[config.mk]
export PLATFORM = sky130hd
export DESIGN_NAME = npdt_ram
export DESIGN_NICKNAME = d
export VERILOG_FILES = /design/src/design/npdt_ram.sv
export SDC_FILE = /design/constraint.sdc
export NUM_CORES = 2
export LEC_CHECK = 0
export ABC_AREA = 1
export BUFFER_PORTS_ARGS = -buffer_cell sky130_fd_sc_hd__buf_2
export CAP_MARGIN = 20
export CELL_PAD_IN_SITES_DETAIL_PLACEMENT = 0
export CELL_PAD_IN_SITES_GLOBAL_PLACEMENT = 2
export CORE_ASPECT_RATIO = 1.5
export CORE_MARGIN = 10
export CORE_UTILIZATION = 48
export CTS_CLUSTER_SIZE = 12
export DETAILED_ROUTE_END_ITERATION = 10
export GPL_ROUTABILITY_DRIVEN = 0
export PLACE_DENSITY_LB_ADDON = 0.3
export SETUP_SLACK_MARGIN = 0.5
export SLEW_MARGIN = 20
export SYNTH_ARGS = -nofsm -noshare
export SYNTH_HDL_FRONTEND = slang
export SYNTH_SLANG_ARGS = --single-unit
[constraint.sdc]
create_clock -name clk -period 4.6 [get_ports clk]
set_input_delay 1.15 -clock clk [delete_from_list [all_inputs] [get_ports clk]]
set_output_delay 1.15 -clock clk [all_outputs]
set_load 0.03 [all_outputs]
[src/design/npdt_ram.sv]
// Generic single write port, single read port RAM with registered read data.
module npdt_ram #(
	parameter int WIDTH = 8,
	parameter int DEPTH = 256
) (
	input  logic                                   clk,
	input  logic                                   we,
	input  logic [(DEPTH > 1 ? $clog2(DEPTH) : 1)-1:0] waddr,
	input  logic [WIDTH-1:0]                       wdata,
	input  logic [(DEPTH > 1 ? $clog2(DEPTH) : 1)-1:0] raddr,
	output logic [WIDTH-1:0]                       rdata
);

	logic [WIDTH-1:0] mem [DEPTH];

	always_ff @(posedge clk) begin
		if (we) begin
			mem[waddr] <= wdata;
		end
		rdata <= mem[raddr];
	end

endmodule

==> results_dict.tcl <==
set metrics [dict create \
    crit_fanout 84 \
    ys_ff_latch 2056 \
    maxSlewViolCount 0 \
    synth_cells 7003 \
    critPathLaunchType "primary input" \
    synth_nets 7029 \
    clkSinkCount 2056 \
    p_leak_nw 32.4 \
    ys_seq_area_frac 0.739 \
    fp-row-count 187 \
    final.fill_count 14700 \
    postCtsHoldBufs 0 \
    skew_ps 25.1 \
    die-area_um2 191000 \
    coreArea_um2 173000 \
    nets 7113 \
    grt_pass1_vias 52600 \
    area_growth_pct 11.4 \
    power_density_nw_per_um2 409 \
    synth.distinct_cells 14 \
    worst_path_max_delay_cell "buf_12" \
    ys_warn_count 0 \
    ant_nets 0 \
    grt.met1_usage 0.319 \
    min_period_ps 3390 \
    setup.worst_path.start "raddr[0]" \
    clock_tree.buffer_depth 3 \
    period_share 0.738 \
    h-tree-depth 4 \
    irDropWorstVdd_uv 398 \
    cp_common_cell "nand3_1" \
    final_cells 9454 \
    netlist_area_um2 83400 \
    holdPathStages 3 \
    path_clk_slew_ps 60 \
    final_common_cell "nand2_1" \
    regToRegSetupSlack_ps 2450 \
    cts_tree "built" \
    dp_hpwl_um 147000 \
    crit_type "primary input to flip-flop" \
    firstDrtPassIters 5 \
    antenna_found_initial 9 \
    grt_max_degree 114 \
    worstPathArrival_ps 4160 \
    start_util 0.482 \
    fin_setup_tns_ps 0 \
    wl_um 247000 \
    grt_pass1_wl_um 360000 \
    grt.busiest_layer "met2" \
    hold_path_end "rdata[0]" \
    cp.buffers_inverters 4 \
    overflow 0 \
    ys_top_cells_by_area "edfxtp_1 (74%), nand3_1 (12%), nand2_1 (9.6%)" \
    synth_top_cell_area_share 0.737 \
    avgSynthCellArea_um2 11.9 \
    rsz0062_at_grt "no" \
    clk_latency_ps 830 \
    status "completed" \
    end_kind "flip-flop" \
    dp_cells 9157 \
    drive_above_1_share 0.0845 \
    critPathMaxStageDelay_ps 390 \
    min-delay-start "raddr[7]" \
    grt_use_total 0.253 \
    r2r_start "mem[159][3]" \
    hold_viol 0 \
    hold_path.class "primary input to flip-flop" \
    r2r-end "rdata[3]" \
    drtIter0Drc 5144 \
    io_buffer_count 33 \
    yosysTopAreaCell "edfxtp_1" \
    setup_viol 0 \
    grt_util_met2 0.450 \
    worst-slew-pin-transition_ps 1150 \
    cts_buffers 196 \
    ff2ff_path_depth 10 \
    vias 54500 \
    critical_path.top_delay_family "simple AND/OR/NAND/NOR gates" \
    layout_common_cells "nand2_1 (2,110), edfxtp_1 (2,048), nand3_1 (2,019)" \
    cts_resized 0 \
    viasPerCell 5.76 \
    cts_setup_buffers 0 \
    cts_root_buffer "clkbuf_16" \
    fp.dieH_um 531 \
    wire_per_inst_um 26.1 \
    cap_violations 0 \
    grtUsageMet3 0.0330 \
    die_w_um 360 \
    post-route-drc-count 0 \
    fin_hold_ws_ps 768 \
    max_freq_ghz 0.295 \
    path_cells "buf_8 > inv_16 > buf_12 > buf_4 > nand2_1 > nand3_1 > nand3_1 > nand3_1 > nand3_1 > nand3_1 > nand3_1 > nand2_1 > nand2_1 > nand2_1" \
    required_ps 5360 \
    io_pins 34 \
    relSlewSlack 0.229 \
]
[report_power, final]
part	internal, mW	switching (mW)	leakage (nW)
Clock	8.10	6.71	2.71
Sequential	20.6	0.0347	18.5
Combinational	0.602	1.88	11.2
Total	29.3	8.63	32.4
[registers in the layout, summed over array words and instances (netlist names)]
register  count
mem        2048
rdata         8
[per-stage QoR]
| stage | power [mW] | area [um^2] | setup slack, ps | util |
|---|---|---|---|---|
| after floorplan | 22.4 | 83400 | 1960 | - |
| after global placement | 23.6 | 87300 | 445 | 0.505 |
| after detailed placement | 23.6 | 87300 | 435 | 0.505 |
| after CTS | 38.2 | 92900 | 1310 | 0.537 |
| after global routing | 39.0 | 92900 | 1170 | 0.537 |
| final | 38.0 | 92900 | 1210 | 0.537 |
[logic make-up after synthesis]
group,share of synthesized area
AND/OR/NAND/NOR,0.229
buffers and inverters,0.0312
flip-flops,0.739
[layout make-up]
cell class	instances	area, um^2	share of cell area
inverters	39	180	0.00194
clock buffers	269	5380	0.0579
clock inverters	26	215	0.00232
flip-flops and latches	2056	61700	0.663
well taps	2268	2840	0.0305
diodes	2	5.00	0.0000539
multi-input cells	4425	19200	0.206
repair buffers	369	3490	0.0375
[synthesized netlist by cell type]
cell type,instances
buf_4,46
dfxtp_1,8
nand3_1,2019
inv_2,2
edfxtp_1,2048
buf_6,16
buf_8,1
clkbuf_1,112
inv_1,36
buf_2,268
buf_1,40
nand2_1,2123
nor2_1,283
inv_4,1
[worst reg2reg max path: cells and delay by family, from the launching register on]
kind / cells / cell delay [ps]
flip-flops: 1 / 360
AND/OR/NAND/NOR: 10 / 1680
[worst max path at each step]
stage	to	cells after the start
3_5_place_dp	rdata[4]	14
4_1_cts	rdata[4]	14
5_1_grt	rdata[4]	14
2_1_floorplan	mem[162][0]	4
3_3_place_gp	rdata[3]	14
6_report	rdata[4]	14
[layer usage]
layer	wire (um)	up-vias
met5	7	-
met4	8550	2
met3	13700	376
met2	127000	1815
met1	97200	27400
li1	-	24900
No activity file was read; power rests on OpenSTA's default activity.
