<file path="config.mk">
export PLATFORM = sky130hd
export DESIGN_NAME = npdt_front
export DESIGN_NICKNAME = d
export VERILOG_FILES = /design/src/design/npdt_pkg.sv /design/src/design/npdt_front.sv
export SDC_FILE = /design/constraint.sdc
export NUM_CORES = 1
export LEC_CHECK = 0
export BUFFER_PORTS_ARGS = -buffer_cell sky130_fd_sc_hd__buf_2
export CAP_MARGIN = 20
export CORE_UTILIZATION = 41
export CTS_CLUSTER_DIAMETER = 60
export DETAILED_ROUTE_END_ITERATION = 7
export PLACE_DENSITY = 0.71
export SLEW_MARGIN = 25
export SYNTH_ARGS = -nofsm -noshare
export SYNTH_HDL_FRONTEND = slang
export SYNTH_SLANG_ARGS = --single-unit
</file>
<file path="constraint.sdc">
create_clock -name clk -period 3.7 [get_ports clk]
set_input_delay 0.185 -clock clk [delete_from_list [all_inputs] [get_ports clk]]
set_output_delay 0.185 -clock clk [all_outputs]
set_load 0.01 [all_outputs]
</file>
<file path="src/design/npdt_pkg.sv">
// Shared types, constants and row encoding for the note pattern dedup table.
package npdt_pkg;

	localparam int MAX_PATTERNS_DEF = 256;
	localparam int MAX_ROWS_DEF     = 256;

	localparam int         CFG_W     = 9;
	localparam logic [8:0] RPP_RESET = 9'd64;
	localparam logic [7:0] REST_BYTE = 8'hFF;

	typedef struct packed {
		logic [7:0] note_byte;
		logic [7:0] octave_byte;
	} row_t;

	typedef struct packed {
		logic [7:0] pattern_index;
		logic       is_new;
		logic       store_full;
	} result_t;

	typedef enum logic [1:0] {
		B_IDLE,
		B_SEARCH,
		B_COPY
	} back_state_t;

	// Gapped semitone table; unused codes give all ones.
	function automatic logic [7:0] note_map(input logic [3:0] idx);
		logic [7:0] v;
		unique case (idx)
			4'd1:    v = 8'd0;
			4'd2:    v = 8'd1;
			4'd3:    v = 8'd2;
			4'd4:    v = 8'd4;
			4'd5:    v = 8'd5;
			4'd6:    v = 8'd6;
			4'd7:    v = 8'd8;
			4'd8:    v = 8'd9;
			4'd9:    v = 8'd10;
			4'd10:   v = 8'd12;
			4'd11:   v = 8'd13;
			4'd12:   v = 8'd14;
			default: v = 8'd255;
		endcase
		return v;
	endfunction

	function automatic logic [7:0] encode_row(input logic [7:0] note, input logic [7:0] octave);
		logic [7:0] v;
		if (note == 8'd0 && octave == 8'd0) begin
			v = REST_BYTE;
		end else begin
			v = {1'b0, octave[2:0], 4'b0000} | note_map(note[3:0]);
		end
		return v;
	endfunction

endpackage

</file>
<file path="src/design/npdt_front.sv">
// Row front end: row count register, row encoding and double-banked scratch fill.
module npdt_front import npdt_pkg::*; #(
	parameter int MAX_ROWS = MAX_ROWS_DEF
) (
	input  logic                                          clk,
	input  logic                                          arst_n,
	input  logic                                          cfg_valid,
	output logic                                          cfg_ready,
	input  logic [CFG_W-1:0]                              cfg_data,
	input  logic                                          accept,
	input  row_t                                          row,
	output logic                                          scr_we,
	output logic [(MAX_ROWS > 1 ? $clog2(MAX_ROWS) : 1):0]  scr_waddr,
	output logic [7:0]                                    scr_wdata,
	output logic                                          job_push,
	output logic                                          job_bank,
	output logic [(MAX_ROWS > 1 ? $clog2(MAX_ROWS) : 1)-1:0] job_last
);

	localparam int ROW_W = MAX_ROWS > 1 ? $clog2(MAX_ROWS) : 1;

	logic [CFG_W-1:0] rows_q;
	logic [ROW_W-1:0] pos_q;
	logic             bank_q;
	logic [ROW_W-1:0] last_row;
	logic             row_end;

	assign cfg_ready = 1'b1;

	// zero counts as one row, oversize clamps to the scratch depth
	always_comb begin
		if (rows_q == '0) begin
			last_row = '0;
		end else if (rows_q > CFG_W'(MAX_ROWS)) begin
			last_row = ROW_W'(MAX_ROWS - 1);
		end else begin
			last_row = ROW_W'(rows_q - CFG_W'(1));
		end
	end

	// also ends the pattern when the count shrank below the current row
	assign row_end = (pos_q >= last_row);

	assign scr_we    = accept;
	assign scr_waddr = {bank_q, pos_q};
	assign scr_wdata = encode_row(row.note_byte, row.octave_byte);
	assign job_push  = accept && row_end;
	assign job_bank  = bank_q;
	assign job_last  = last_row;

	always_ff @(posedge clk or negedge arst_n) begin
		if (!arst_n) begin
			rows_q <= RPP_RESET;
			pos_q  <= '0;
			bank_q <= 1'b0;
		end else begin
			if (cfg_valid && cfg_ready) begin
				rows_q <= cfg_data;
			end
			if (accept) begin
				if (row_end) begin
					pos_q  <= '0;
					bank_q <= ~bank_q;
				end else begin
					pos_q <= pos_q + ROW_W'(1);
				end
			end
		end
	end

endmodule

</file>
==> results.yml <==
clocking:
  numCtsBuffers: 3
  clk_latency_ps: 300
  cts_tree: "built"
  htree_levels: 1
  root_buffer: "clkbuf_4"
  clock-sinks: 18
  postCtsSetupBuffers: 0
  clk_pin_slew_ps: 110
  clk_path_buf_depth: 2
routing:
  met1Wirelength_um: 1420
  met2_length_um: 1270
  routed-wl-met3_um: 173
  wl_per_cell_um: 11.1
  viasPerCell: 4.87
  routed_wl_um: 2870
  vias: 1256
  dr.max_layer_used: "met4"
  drtIter0Drc: 38
  ant_nets: 0
  drcViolationCount: 0
  firstDrtPassIters: 4
setup_path:
  path_class: "flop to output pin"
  cp.arrival_ps: 3200
  start_kind: "flop"
  worstPathMaxFanout: 7
  end_kind: "output pin"
  r2r_start: "rows_q[2]"
  crit_start: "rows_q[2]"
  required_ps: 3510
finish:
  drive_gt1_share_pct: 34.4
  post_layout_nonfiller_instances: 258
  multi_input_area_um2: 912
  finalNetCount: 258
  regArea_um2: 452
  area_delta_synth_final_pct: 22.3
  fill_cells: 318
  antennaDiodeCount: 0
power_and_ir_drop:
  powerDensity_nw_per_um2: 385
  p_leak_nw: 0.965
  ir_worst_vdd_mv: 0.390
global_routing:
  grt_pass1_vias: 1032
  grt_pass1_wl_um: 4460
  antenna_found_initial: 0
  track_usage_pct: 15.4
  grt.overflow.total: 0
  grt_max_degree: 19
floorplanning:
  die_w_um: 61.8
  core_area_um2: 3390
  die_area_um2: 3810
  placementRows: 21
  initial_utilization_pct: 43.2
  pin_count: 58
  die_y_um: 61.8
min_path:
  worstHoldPathType: "input pin to flop"
  worstHoldStart: "cfg_data[0]"
sta:
  setup_viol: 0
  fin_worst_skew_ps: 1.04
  rsz0062_at_grt: "no"
  fin_tns_setup_ps: 0
  max_freq_mhz: 295
  min_period_ps: 3390
  finalHoldViolations: 0
  finalMaxSlewViolations: 0
  fin_crit_sh_pct: 91.5
placement:
  dp.cells: 253
  numPortBuffers: 56
  hpwl_um: 2300
  place_congestion: 0.742
synth:
  syn_inst: 159
  synth.avg_cell_area_um2: 9.21
  yosysWarnings: 0
  synth.distinct_cells: 40
  synth_seq_cells: 18
  synth_area_um2: 1460
  syn_nets: 204
  synth-seq-area-share_pct: 30.9
outcome:
  status: "completed"
flow_run:
  maxCapViolations: 0
==> what timing repair did <==
action | in CTS | in global routing
setup endpoints to repair | 0 | 1
hold endpoints to repair | 17 | 0
resized for setup | 0 | 1
hold buffers | 1 | 0
==> sequential cells by signal (all words and copies together), names as in the netlist <==
name and flops:
rows_q 9, pos_q 8, job_bank 1
==> worst paths after layout <==
kind                             end  slack, ps  depth (start not counted)
min reg2reg                 job_bank        520                          1
min in group asynchronous  rows_q[5]        330                          2
max in group asynchronous  rows_q[6]       3050                          2
min                        rows_q[0]         80                          3
max                         job_push        310                         10
max reg2reg                 job_bank        700                         10
==> power breakdown <==
part           switching (mW)  total (mW)  internal (mW)
Combinational           0.150       0.296          0.146
Clock                  0.0651       0.107         0.0421
Sequential             0.0521       0.287          0.235
Total                   0.267       0.690          0.423
==> layout make-up <==
cell class | instances | share of cell area, %
Multi-Input combinational cell | 119 | 50.9
Sequential cell | 18 | 25.2
Timing Repair Buffer | 57 | 16.2
Tap cell | 46 | 3.21
Inverter | 14 | 2.94
Clock buffer | 4 | 1.47
==> through the flow <==
stage	total power [mW]	utilization, %	hold WS, ps	instance area [um^2]	setup slack (ps)
6_report	0.690	52.8	84.4	1790	314
5_1_grt	0.745	52.8	96.6	1790	21.9
4_1_cts	0.695	52.8	84.9	1790	255
3_5_place_dp	0.586	51.7	143	1750	608
3_3_place_gp	0.583	51.7	137	1750	694
2_1_floorplan	0.490	-	-111	1460	778
==> worst max-delay path: stages, from the launching register on <==
cell and delay, ps:
dfrtp_1 450, nor4_2 400, nand4bb_1 210, nor2_2 260
o21ai_0 150, ha_1 280, nand2b_1 170, a2111oi_4 400
o41ai_4 150, and2_2 260, buf_2 150
==> cell usage in the layout, fill, tap and decap left out, types with 4 or more instances in the layout <==
master / netlist / layout
inv_1: 14 / 14
dfrtp_1: 17 / 17
xor2_1: 6 / 6
nand2b_1: 6 / 6
o21ai_0: 8 / 8
nor2_1: 10 / 10
a21oi_1: 4 / 4
buf_2: 0 / 56
ha_1: 16 / 16
nor3_1: 5 / 5
a21o_1: 7 / 7
nand2_1: 15 / 15
mux2_2: 7 / 7
==> metal layers <==
metal  vias up  global-route usage, %
met2        41                   24.9
met4         0                  0.952
li1        648                      -
met5         -                      0
met3         2                   3.93
met1       565                   21.9
==> cells by family (layout without fill, tap and decap cells) <==
group | count (synthesis) | after routing | share of synthesized area (%)
xor+xnor | 10 | 10 | 6.50
mux | 7 | 7 | 5.38
compound gates | 32 | 32 | 17.4
buf+inv | 22 | 75 | 6.92
simple gates | 53 | 53 | 19.1
fa+ha+maj | 16 | 16 | 13.7
other cells | 1 | 1 | 0.256
flops | 18 | 18 | 30.9
==> Yosys cell counts <==
cell | instances | area, um^2
nand2_1 | 15 | 56.3
nor4_2 | 1 | 12.5
nor2b_1 | 3 | 18.8
a211oi_1 | 1 | 7.51
o2bb2ai_1 | 1 | 8.76
a2111oi_4 | 1 | 27.5
mux2_2 | 7 | 78.8
o22ai_1 | 2 | 12.5
buf_4 | 3 | 22.5
xnor2_1 | 3 | 26.3
nand4bb_1 | 1 | 11.3
and4_1 | 1 | 8.76
nand3_1 | 1 | 5.00
nor3_1 | 5 | 25.0
xor2_2 | 1 | 16.3
nor2_1 | 10 | 37.5
nor4_1 | 2 | 12.5
nand3b_1 | 3 | 22.5
and2_1 | 1 | 6.26
nor2_2 | 1 | 6.26
o31ai_1 | 1 | 7.51
inv_1 | 14 | 52.6
o41ai_4 | 1 | 27.5
o21ai_0 | 8 | 40.0
buf_6 | 1 | 11.3
ha_1 | 16 | 200
nand4_1 | 1 | 6.26
o21a_1 | 3 | 22.5
nand2b_1 | 6 | 37.5
and3_1 | 2 | 12.5
xor2_1 | 6 | 52.6
a21o_1 | 7 | 52.6
dfrtp_1 | 17 | 425
dfstp_2 | 1 | 26.3
a41o_1 | 1 | 10.0
a21oi_1 | 4 | 20.0
o22a_1 | 1 | 8.76
clkbuf_1 | 4 | 15.0
conb_1 | 1 | 3.75
a211o_1 | 1 | 8.76
Power figures use the tool's default switching activity.
