## src/design/npdt_pkg.sv

```systemverilog
// Shared types, constants and row encoding for the note pattern dedup table.
package npdt_pkg;

	localparam int MAX_PATTERNS_DEF = 256;
	localparam int MAX_ROWS_DEF     = 256;

	localparam int         CFG_W     = 9;
	localparam logic [8:0] RPP_RESET = 9'd64;
	localparam logic [7:0] REST_BYTE = 8'hFF;

	typedef struct packed {
		logic [7:0] note_byte;
		logic [7:0] octave_byte;
	} row_t;

	typedef struct packed {
		logic [7:0] pattern_index;
		logic       is_new;
		logic       store_full;
	} result_t;

	typedef enum logic [1:0] {
		B_IDLE,
		B_SEARCH,
		B_COPY
	} back_state_t;

	// Gapped semitone table; unused codes give all ones.
	function automatic logic [7:0] note_map(input logic [3:0] idx);
		logic [7:0] v;
		unique case (idx)
			4'd1:    v = 8'd0;
			4'd2:    v = 8'd1;
			4'd3:    v = 8'd2;
			4'd4:    v = 8'd4;
			4'd5:    v = 8'd5;
			4'd6:    v = 8'd6;
			4'd7:    v = 8'd8;
			4'd8:    v = 8'd9;
			4'd9:    v = 8'd10;
			4'd10:   v = 8'd12;
			4'd11:   v = 8'd13;
			4'd12:   v = 8'd14;
			default: v = 8'd255;
		endcase
		return v;
	endfunction

	function automatic logic [7:0] encode_row(input logic [7:0] note, input logic [7:0] octave);
		logic [7:0] v;
		if (note == 8'd0 && octave == 8'd0) begin
			v = REST_BYTE;
		end else begin
			v = {1'b0, octave[2:0], 4'b0000} | note_map(note[3:0]);
		end
		return v;
	endfunction

endpackage

```

## src/design/npdt_queue.sv

```systemverilog
// Two-entry job queue between the row front end and the search back end.
module npdt_queue import npdt_pkg::*; #(
	parameter int WIDTH = 9
) (
	input  logic             clk,
	input  logic             arst_n,
	input  logic             push,
	input  logic [WIDTH-1:0] push_data,
	input  logic             pop,
	output logic [WIDTH-1:0] head,
	output logic             empty,
	output logic             full
);

	logic [WIDTH-1:0] entry_q [2];
	logic             wr_ptr_q;
	logic             rd_ptr_q;
	logic [1:0]       count_q;

	assign empty = (count_q == 2'd0);
	assign full  = (count_q == 2'd2);
	assign head  = entry_q[rd_ptr_q];

	always_ff @(posedge clk) begin
		if (push) begin
			entry_q[wr_ptr_q] <= push_data;
		end
	end

	always_ff @(posedge clk or negedge arst_n) begin
		if (!arst_n) begin
			wr_ptr_q <= 1'b0;
			rd_ptr_q <= 1'b0;
			count_q  <= 2'd0;
		end else begin
			if (push) begin
				wr_ptr_q <= ~wr_ptr_q;
			end
			if (pop) begin
				rd_ptr_q <= ~rd_ptr_q;
			end
			if (push && !pop) begin
				count_q <= count_q + 2'd1;
			end else if (pop && !push) begin
				count_q <= count_q - 2'd1;
			end
		end
	end

`ifndef SYNTH
	// front end must hold off while both scratch banks are queued
	a_no_overflow: assert property (@(posedge clk) disable iff (!arst_n)
		push && !pop |-> !full)
		else $error("job queue overflow");
`endif

endmodule

```

## config.mk

```make
export PLATFORM = sky130hd
export DESIGN_NAME = npdt_queue
export DESIGN_NICKNAME = d
export VERILOG_FILES = /design/src/design/npdt_pkg.sv /design/src/design/npdt_queue.sv
export SDC_FILE = /design/constraint.sdc
export NUM_CORES = 1
export LEC_CHECK = 0
export ABC_CLOCK_PERIOD_IN_PS = 1600
export BUFFER_PORTS_ARGS = -buffer_cell sky130_fd_sc_hd__buf_2
export CAP_MARGIN = 20
export CELL_PAD_IN_SITES_DETAIL_PLACEMENT = 2
export CELL_PAD_IN_SITES_GLOBAL_PLACEMENT = 2
export CORE_UTILIZATION = 30
export CTS_CLUSTER_SIZE = 12
export DETAILED_ROUTE_END_ITERATION = 16
export MAX_ROUTING_LAYER = met4
export PLACE_DENSITY_LB_ADDON = 0.1
export SETUP_SLACK_MARGIN = 0.3
export SLEW_MARGIN = 10
export SYNTH_ARGS = -nofsm -noshare
export SYNTH_HDL_FRONTEND = slang
export SYNTH_SLANG_ARGS = --single-unit
export TNS_END_PERCENT = 100
```

## constraint.sdc

```tcl
create_clock -name clk -period 1.6 [get_ports clk]
set_input_delay 0.32 -clock clk [delete_from_list [all_inputs] [get_ports clk]]
set_output_delay 0.32 -clock clk [all_outputs]
set_load 0.1 [all_outputs]
```

==> results_tabular.tex, run 1 <==
\begin{tabular}{lr}
\hline
Metric & Value \\
\hline
\multicolumn{2}{l}{\textbf{Synth}} \\
\quad Sequential element share of the synthesized area & 76.1\% \\
\quad Number of distinct library cells after synthesis & 12 \\
\quad Total of warnings raised by yosys & 0 \\
\quad Synthesized instance count & 44 \\
\quad Cell with the most instances after synthesis & sky130\_fd\_sc\_hd\_\_edfxtp\_1 \\
\quad Library cell occupying the most area in the post-synthesis netlist & sky130\_fd\_sc\_hd\_\_edfxtp\_1 \\
\quad Number of flip-flops and latches in the synthesized netlist & 22 \\
\quad Top cells by instance count after synthesis & sky130\_fd\_sc\_hd\_\_edfxtp\_1 (18), sky130\_fd\_sc\_hd\_\_mux2\_2 (9), sky130\_fd\_sc\_hd\_\_dfrtp\_1 (4), sky130\_fd\_sc\_hd\_\_xor2\_1 (4), sky130\_fd\_sc\_hd\_\_nor2\_1 (2) \\
\quad Leading register cell type out of synthesis & sky130\_fd\_sc\_hd\_\_edfxtp\_1 \\
\quad Netlist area before placement & 842 um\^{}2 \\
\quad Net count after synthesis & 58 \\
\quad Async S/R FF share, synth & 18.2\% \\
\quad Share of Yosys cell area claimed by the top area cell type & 64.2\% \\
\quad Biggest area contributors in the synthesized netlist & sky130\_fd\_sc\_hd\_\_edfxtp\_1 (64\%), sky130\_fd\_sc\_hd\_\_mux2\_2 (12\%), sky130\_fd\_sc\_hd\_\_dfrtp\_1 (12\%) \\
\quad Average footprint of a synthesized cell & 19.1 um\^{}2 \\
\quad EDFF count, synth & 18 \\
\multicolumn{2}{l}{\textbf{Drt}} \\
\quad Count of unresolved DRC violations after routing & 0 \\
\quad Routed via count & between 400 and 500 \\
\quad Wire length per cell & $\sim$14 um \\
\quad Final wirelength & about 1400 um \\
\quad Via-per-instance ratio & 4.29 \\
\quad Initial detailed-routing violation count & 3 \\
\quad Antenna viol nets, final & 0 \\
\quad Detailed Routing Iterations Pass 1 & 3 \\
\multicolumn{2}{l}{\textbf{STA}} \\
\quad Highest attainable clock frequency & 595 MHz \\
\quad Tmin final & 1.68 ns \\
\quad Final-report setup violation count & 9 \\
\quad Final worst path period share & 105\% \\
\quad Worst slew margin relative to its limit & between 70\% and 80\% \\
\quad Max-slew violation count & 0 \\
\quad Unrepaired setup endpoints after global routing & yes \\
\quad Final worst setup slack & -0.0795 ns \\
\quad Slew at the pin closest to its max-slew limit & 0.429 ns \\
\quad Hold Fails Final Rpt & 0 \\
\quad Final TNS setup & -0.631 ns \\
\quad Clock Skew & 0.00865 ns \\
\multicolumn{2}{l}{\textbf{Die}} \\
\quad Die width & 55.0 um \\
\quad Overall die height & 55.0 um \\
\quad Core Region & roughly 2600 um\^{}2 \\
\quad Number of placed I/O pins & 24 \\
\quad Row count & 18 \\
\quad Overall die area & 3020 um\^{}2 \\
\quad Initial Util & between 30\% and 40\% \\
\multicolumn{2}{l}{\textbf{Critical path}} \\
\quad Kind of end point of the critical path & output port \\
\quad Data arrival time of the critical path & between 1 and 1.5 ns \\
\quad Worst path cell trace & buf\_6, mux2\_4, buf\_12 \\
\quad Critical path start-end classification & reg2out \\
\quad Reg-to-reg slack, setup & around 0.45 ns \\
\quad Nature of the critical path startpoint & flip-flop \\
\quad Delay of the slowest cell on the worst path & 0.44 ns \\
\quad Data required time of the worst path & 1.28 ns \\
\quad Worst path bufs/invs & 2 \\
\quad Family with the most delay on the worst path & flip-flops \\
\quad Slowest cell on the critical path & sky130\_fd\_sc\_hd\_\_dfrtp\_2 \\
\quad Peak fanout along the critical path & 5 \\
\multicolumn{2}{l}{\textbf{Cells and area}} \\
\quad Filler Cell Count & 237 \\
\quad Area overhead of the layout relative to synthesis & 49.9\% \\
\quad Multi-input gate area in the final layout & 224 um\^{}2 \\
\quad Register area & 644 um\^{}2 \\
\quad Ratio of cells with drive above 1 in the final layout & 59.2\% \\
\quad Ant. Diodes & 0 \\
\quad Layout Nets & 91 \\
\quad Utilization after layout & 49.2\% \\
\multicolumn{2}{l}{\textbf{GRT}} \\
\quad Vias in the first global route & between 400 and 500 \\
\quad Maximum number of pins on one net before global-route repair & 13 \\
\quad First-pass GRT wire length & 2300 um \\
\quad Overflow left after global routing & 0 \\
\quad Number of antenna violations at the first check in global routing & 0 \\
\quad Gr usage total & 12.0\% \\
\multicolumn{2}{l}{\textbf{CTS}} \\
\quad Worst skew pair latency & 0.30 ns \\
\quad Total clock buffers created by CTS & 3 \\
\quad Maximum number of buffers from clock root to sink & 2 \\
\quad TritonCTS clock tree & yes \\
\quad Clock tree root driver cell & sky130\_fd\_sc\_hd\_\_clkbuf\_4 \\
\quad Total number of H-tree levels & 1 \\
\quad Register clock-pin slew on the reported worst setup and hold paths & 0.12 ns \\
\quad Clk sinks & 22 \\
\multicolumn{2}{l}{\textbf{Status}} \\
\quad Status & complete, but fails checks \\
\quad Violations in the final reports & negative setup slack \\
\multicolumn{2}{l}{\textbf{Placed design}} \\
\quad Number of I/O port buffers & 23 \\
\quad Final GP Congestion & slightly below 0.6 \\
\quad Placement Setup Slack & -0.0232 ns \\
\quad Final HPWL DP & 1100 um \\
\multicolumn{2}{l}{\textbf{Flow run}} \\
\quad Max-cap violations & 0 \\
\multicolumn{2}{l}{\textbf{Min path}} \\
\quad Class of the worst hold path & in2reg \\
\hline
\end{tabular}
cell type report:
cell class,instances,share of cell area (%)
flip-flops and latches,22,51.0
repair buffers,29,25.9
multi-input cells,20,17.7
well taps,30,2.97
clock buffers,3,1.78
clock inverters,1,0.297
inverters,1,0.297
timing repair:
action,4_1_cts,5_1_grt
endpoints found under the hold margin,4,0
setup endpoints to repair,11,11
gates resized for setup,37,11
hold buffers,1,0
pin swaps,0,0
setup buffers,4,0
cells by family (layout without fill, tap and decap cells):
kind of cell | after synthesis | after routing | synth area share, %
flip-flops | 22 | 22 | 76.1
multiplexers | 9 | 9 | 12.0
XOR/XNOR | 5 | 5 | 5.20
AND/OR/NAND/NOR | 5 | 5 | 3.42
buffers and inverters | 2 | 34 | 1.78
adder cells (fa/ha/maj) | 1 | 1 | 1.49
path summary, 6_finish.rpt:
check / startpoint / to / depth (start not counted)
worst max register to register: wr_ptr_q$_DFFE_PN0P_ / entry_q[1][6]$_DFFE_PP_ / 1
worst min-delay path: push_data[1] / entry_q[1][1]$_DFFE_PP_ / 1
worst min register to register: wr_ptr_q$_DFFE_PN0P_ / wr_ptr_q$_DFFE_PN0P_ / 1
min in group asynchronous: arst_n / count_q[0]$_DFFE_PN0P_ / 2
worst max-delay path: rd_ptr_q$_DFFE_PN0P_ / head[3] / 3
max in group asynchronous: arst_n / rd_ptr_q$_DFFE_PN0P_ / 2
registers in the layout, indices dropped and copies added (netlist names):
name / flops
entry_q: 18
count_q: 2
wr_ptr_q: 1
rd_ptr_q: 1
per-stage QoR:
stage / instances / cell area [um^2] / hold WS (ns)
floorplan: 44 / 850 / 0.0244
global placement: 97 / 1030 / 0.131
detailed placement: 97 / 1030 / 0.137
CTS: 106 / 1220 / 0.195
global route: 106 / 1260 / 0.184
finish: 106 / 1260 / 0.207
routing by layer:
| metal | global-route usage (%) | share of wire [%] |
|---|---|---|
| met5 | - | 0 |
| met4 | 3.75 | 0 |
| met3 | 3.28 | 3.5 |
| met2 | 19.5 | 51 |
| met1 | 14.6 | 45 |
placed cells by master (no fill, tap or decap):
cell | Yosys | routed
sky130_fd_sc_hd__xnor2_1 | 1 | 1
sky130_fd_sc_hd__inv_1 | 1 | 1
sky130_fd_sc_hd__and2_1 | 1 | 1
sky130_fd_sc_hd__mux2_4 | 0 | 8
sky130_fd_sc_hd__dfrtp_2 | 0 | 3
sky130_fd_sc_hd__xor2_1 | 4 | 4
sky130_fd_sc_hd__nor2_1 | 2 | 1
sky130_fd_sc_hd__ha_1 | 1 | 1
sky130_fd_sc_hd__dfrtp_1 | 4 | 1
sky130_fd_sc_hd__buf_12 | 0 | 10
sky130_fd_sc_hd__nor2b_1 | 1 | 1
sky130_fd_sc_hd__buf_6 | 1 | 3
sky130_fd_sc_hd__nor2_4 | 0 | 1
sky130_fd_sc_hd__edfxtp_1 | 18 | 18
sky130_fd_sc_hd__buf_4 | 0 | 3
sky130_fd_sc_hd__and2b_2 | 1 | 1
sky130_fd_sc_hd__clkbuf_4 | 0 | 3
sky130_fd_sc_hd__buf_2 | 0 | 12
sky130_fd_sc_hd__mux2_2 | 9 | 1
sky130_fd_sc_hd__dlygate4sd3_1 | 0 | 1
sky130_fd_sc_hd__clkinv_1 | 0 | 1
Power of run 1 is left out: the tool's default activity adds up to more than one toggle a clock period on the data nets, which glitch-free logic cannot reach.
==> run 2, diff against run 1 <==
PLACE_DENSITY = 0.76   (was default)
PLACE_DENSITY_LB_ADDON = default   (was 0.1)
SLEW_MARGIN = default   (was 10)
==> results_tabular.tex, run 2 (synthesis gave the netlist of run 1 again) <==
\begin{tabular}{lr}
\hline
Metric & Value \\
\hline
\multicolumn{2}{l}{\textbf{Status}} \\
\quad Status & complete, but fails checks \\
\quad Violations in the final reports & negative setup slack \\
\multicolumn{2}{l}{\textbf{STA}} \\
\quad Unrepaired setup endpoints after global routing & yes \\
\quad Tmin final & 1.69 ns (+0.0115 ns) \\
\quad Slew at the pin closest to its max-slew limit & 0.442 ns (+0.0125 ns) \\
\quad Final-report setup violation count & 9 (unchanged) \\
\quad Hold Fails Final Rpt & 0 (unchanged) \\
\quad Highest attainable clock frequency & 591 MHz (-0.68\%) \\
\quad Worst slew margin relative to its limit & 70.6\% (-0.83 points) \\
\quad Final worst path period share & 106\% (+0.72 points) \\
\quad Max-slew violation count & 0 (unchanged) \\
\quad Final TNS setup & -0.775 ns (-0.143 ns) \\
\quad Final worst setup slack & -0.0910 ns (-0.0115 ns) \\
\quad Clock Skew & 0.00514 ns (-0.00351 ns) \\
\multicolumn{2}{l}{\textbf{Critical path}} \\
\quad Data required time of the worst path & 1.28 ns (about the same) \\
\quad Data arrival time of the critical path & 1.37 ns (about the same) \\
\quad Nature of the critical path startpoint & flip-flop \\
\quad R2r startpoint & wr\_ptr\_q\$\_DFFE\_PN0P\_ \\
\quad Logic depth of the worst register-to-register path & 1 (unchanged) \\
\quad Delay of the slowest cell on the worst path & 0.44 ns (about the same) \\
\quad Peak fanout along the critical path & 4 (-1) \\
\quad Slowest cell on the critical path & sky130\_fd\_sc\_hd\_\_dfrtp\_2 \\
\quad Worst setup path endpoint & head[5] \\
\quad Origin of the worst setup path & rd\_ptr\_q\$\_DFFE\_PN0P\_ \\
\quad Critical path start-end classification & reg2out \\
\quad Worst path cell trace & buf\_6, mux2\_4, buf\_12 \\
\quad Kind of end point of the critical path & output port \\
\quad End of the worst register-to-register path & entry\_q[1][0]\$\_DFFE\_PP\_ \\
\quad Reg-to-reg slack, setup & 0.45 ns (about the same) \\
\multicolumn{2}{l}{\textbf{Placed design}} \\
\quad Placement Setup Slack & -0.0318 ns (-0.00866 ns) \\
\quad Final GP Congestion & 0.612 (+4.5\%) \\
\quad Final HPWL DP & 1360 um (+24\%) \\
\quad Placed standard-cell area & 1040 um\^{}2 (+0.73\%) \\
\quad Number of I/O port buffers & 23 (unchanged) \\
\multicolumn{2}{l}{\textbf{Die}} \\
\quad Die width & 55.0 um (unchanged) \\
\quad Number of placed I/O pins & 24 (unchanged) \\
\quad Initial Util & 32.8\% (unchanged) \\
\quad Row count & 18 (unchanged) \\
\quad Overall die area & 3020 um\^{}2 (unchanged) \\
\quad Core Region & 2570 um\^{}2 (unchanged) \\
\quad Overall die height & 55.0 um (unchanged) \\
\multicolumn{2}{l}{\textbf{CTS}} \\
\quad Register clock-pin slew on the reported worst setup and hold paths & 0.12 ns (about the same) \\
\quad Worst skew pair latency & 0.31 ns (about the same) \\
\quad TritonCTS clock tree & yes \\
\quad Total clock buffers created by CTS & 3 (unchanged) \\
\quad Clock tree root driver cell & sky130\_fd\_sc\_hd\_\_clkbuf\_4 \\
\quad Clk sinks & 22 (unchanged) \\
\quad Total number of H-tree levels & 1 (unchanged) \\
\quad Maximum number of buffers from clock root to sink & 2 (unchanged) \\
\multicolumn{2}{l}{\textbf{Drt}} \\
\quad Detailed Routing Iterations Pass 1 & 2 (-1) \\
\quad Final wirelength & 1960 um (+36\%) \\
\quad Count of unresolved DRC violations after routing & 0 (unchanged) \\
\quad Initial detailed-routing violation count & 1 (-2) \\
\quad Antenna viol nets, final & 0 (unchanged) \\
\quad Wire length per cell & 17.8 um (+31\%) \\
\quad Via-per-instance ratio & 4.61 (+7.4\%) \\
\quad Routed via count & 507 (+11\%) \\
\multicolumn{2}{l}{\textbf{Cells and area}} \\
\quad Filler Cell Count & 238 (+0.42\%) \\
\quad Most frequent standard cell in the layout excluding fill and tap cells & sky130\_fd\_sc\_hd\_\_edfxtp\_1 \\
\quad Final standard cell area without fillers & 1300 um\^{}2 (+3.1\%) \\
\quad Register area & 643 um\^{}2 (-0.19\%) \\
\quad Ant. Diodes & 0 (unchanged) \\
\quad Largest register FFs & 18 (unchanged) \\
\quad Layout Nets & 95 (+4.4\%) \\
\quad Area overhead of the layout relative to synthesis & 54.5\% \\
\quad Ratio of cells with drive above 1 in the final layout & 61.3\% (+2.0 points) \\
\quad Most frequent cells in the layout & sky130\_fd\_sc\_hd\_\_edfxtp\_1 (18), sky130\_fd\_sc\_hd\_\_buf\_2 (12), sky130\_fd\_sc\_hd\_\_buf\_12 (10) \\
\quad Largest registers & entry\_q (18), count\_q (2) \\
\quad Reg with most FFs & entry\_q \\
\quad Utilization after layout & 50.7\% (+1.5 points) \\
\quad Multi-input gate area in the final layout & 224 um\^{}2 (unchanged) \\
\multicolumn{2}{l}{\textbf{GRT}} \\
\quad Overflow left after global routing & 0 (unchanged) \\
\quad Number of antenna violations at the first check in global routing & 0 (unchanged) \\
\quad Gr usage total & 16.4\% (+4.4 points) \\
\quad Maximum number of pins on one net before global-route repair & 13 (unchanged) \\
\quad Vias in the first global route & 567 (+15\%) \\
\quad First-pass GRT wire length & 3010 um (+31\%) \\
\multicolumn{2}{l}{\textbf{Min path}} \\
\quad Hold Crit Start & push\_data[5] \\
\quad Class of the worst hold path & in2reg \\
\multicolumn{2}{l}{\textbf{Flow run}} \\
\quad Max-cap violations & 0 (unchanged) \\
\hline
\end{tabular}
-- run 2: cell types whose count changed in the layout (fill, tap and decap cells not counted) --
| cell | before | now |
|---|---|---|
| sky130_fd_sc_hd__clkbuf_8 | 0 | 1 |
| sky130_fd_sc_hd__clkinv_1 | 1 | 0 |
| sky130_fd_sc_hd__dfrtp_1 | 1 | 2 |
| sky130_fd_sc_hd__buf_4 | 3 | 7 |
| sky130_fd_sc_hd__dfrtp_2 | 3 | 2 |
-- run 2: per-stage QoR --
| step | hold WS, ns | std cells |
|---|---|---|
| 2_1_floorplan | 0.0244 | 44 |
| 6_report | 0.194 | 110 |
| 4_1_cts | 0.185 | 109 |
| 3_5_place_dp | 0.135 | 98 |
| 3_3_place_gp | 0.133 | 98 |
| 5_1_grt | 0.176 | 110 |
-- run 2: worst min-delay path by stage --
stage | to | depth (start not counted)
after CTS | entry_q[0][5]$_DFFE_PP_ | 1
final | entry_q[0][5]$_DFFE_PP_ | 1
after floorplan | count_q[0]$_DFFE_PN0P_ | 0
after detailed placement | wr_ptr_q$_DFFE_PN0P_ | 1
after global placement | count_q[0]$_DFFE_PN0P_ | 1
after global routing | entry_q[1][7]$_DFFE_PP_ | 1
-- run 2: what timing repair did --
item,in CTS,in global routing
hold endpoints to repair,4,0
gates cloned,0,0
buffers inserted,6,1
gates resized for setup,47,0
pin swaps,1,1
hold buffers,1,0
setup endpoints to repair,11,11
-- run 2: worst max-delay path, delay by kind of cell (launching register included) --
| kind | cells | cell delay (ns) |
|---|---|---|
| flip-flops | 1 | 0.44 |
| buffers and inverters | 2 | 0.31 |
| multiplexers | 1 | 0.31 |
-- run 2: layer usage --
layer	wire length, um	vias up	GRT usage, %
met5	0	-	-
met4	13	0	5.00
met3	93	2	5.74
met2	1030	19	27.7
met1	820	256	18.1
li1	-	230	-
-- run 2: area by class of cell --
type                            count  area share (%)
Multi-Input combinational cell     20            17.2
Inverter                            1           0.288
Clock buffer                        4            2.79
Sequential cell                    22            49.4
Timing Repair Buffer               33            27.4
Tap cell                           30            2.88
Power of run 2 is left out for the same reason.
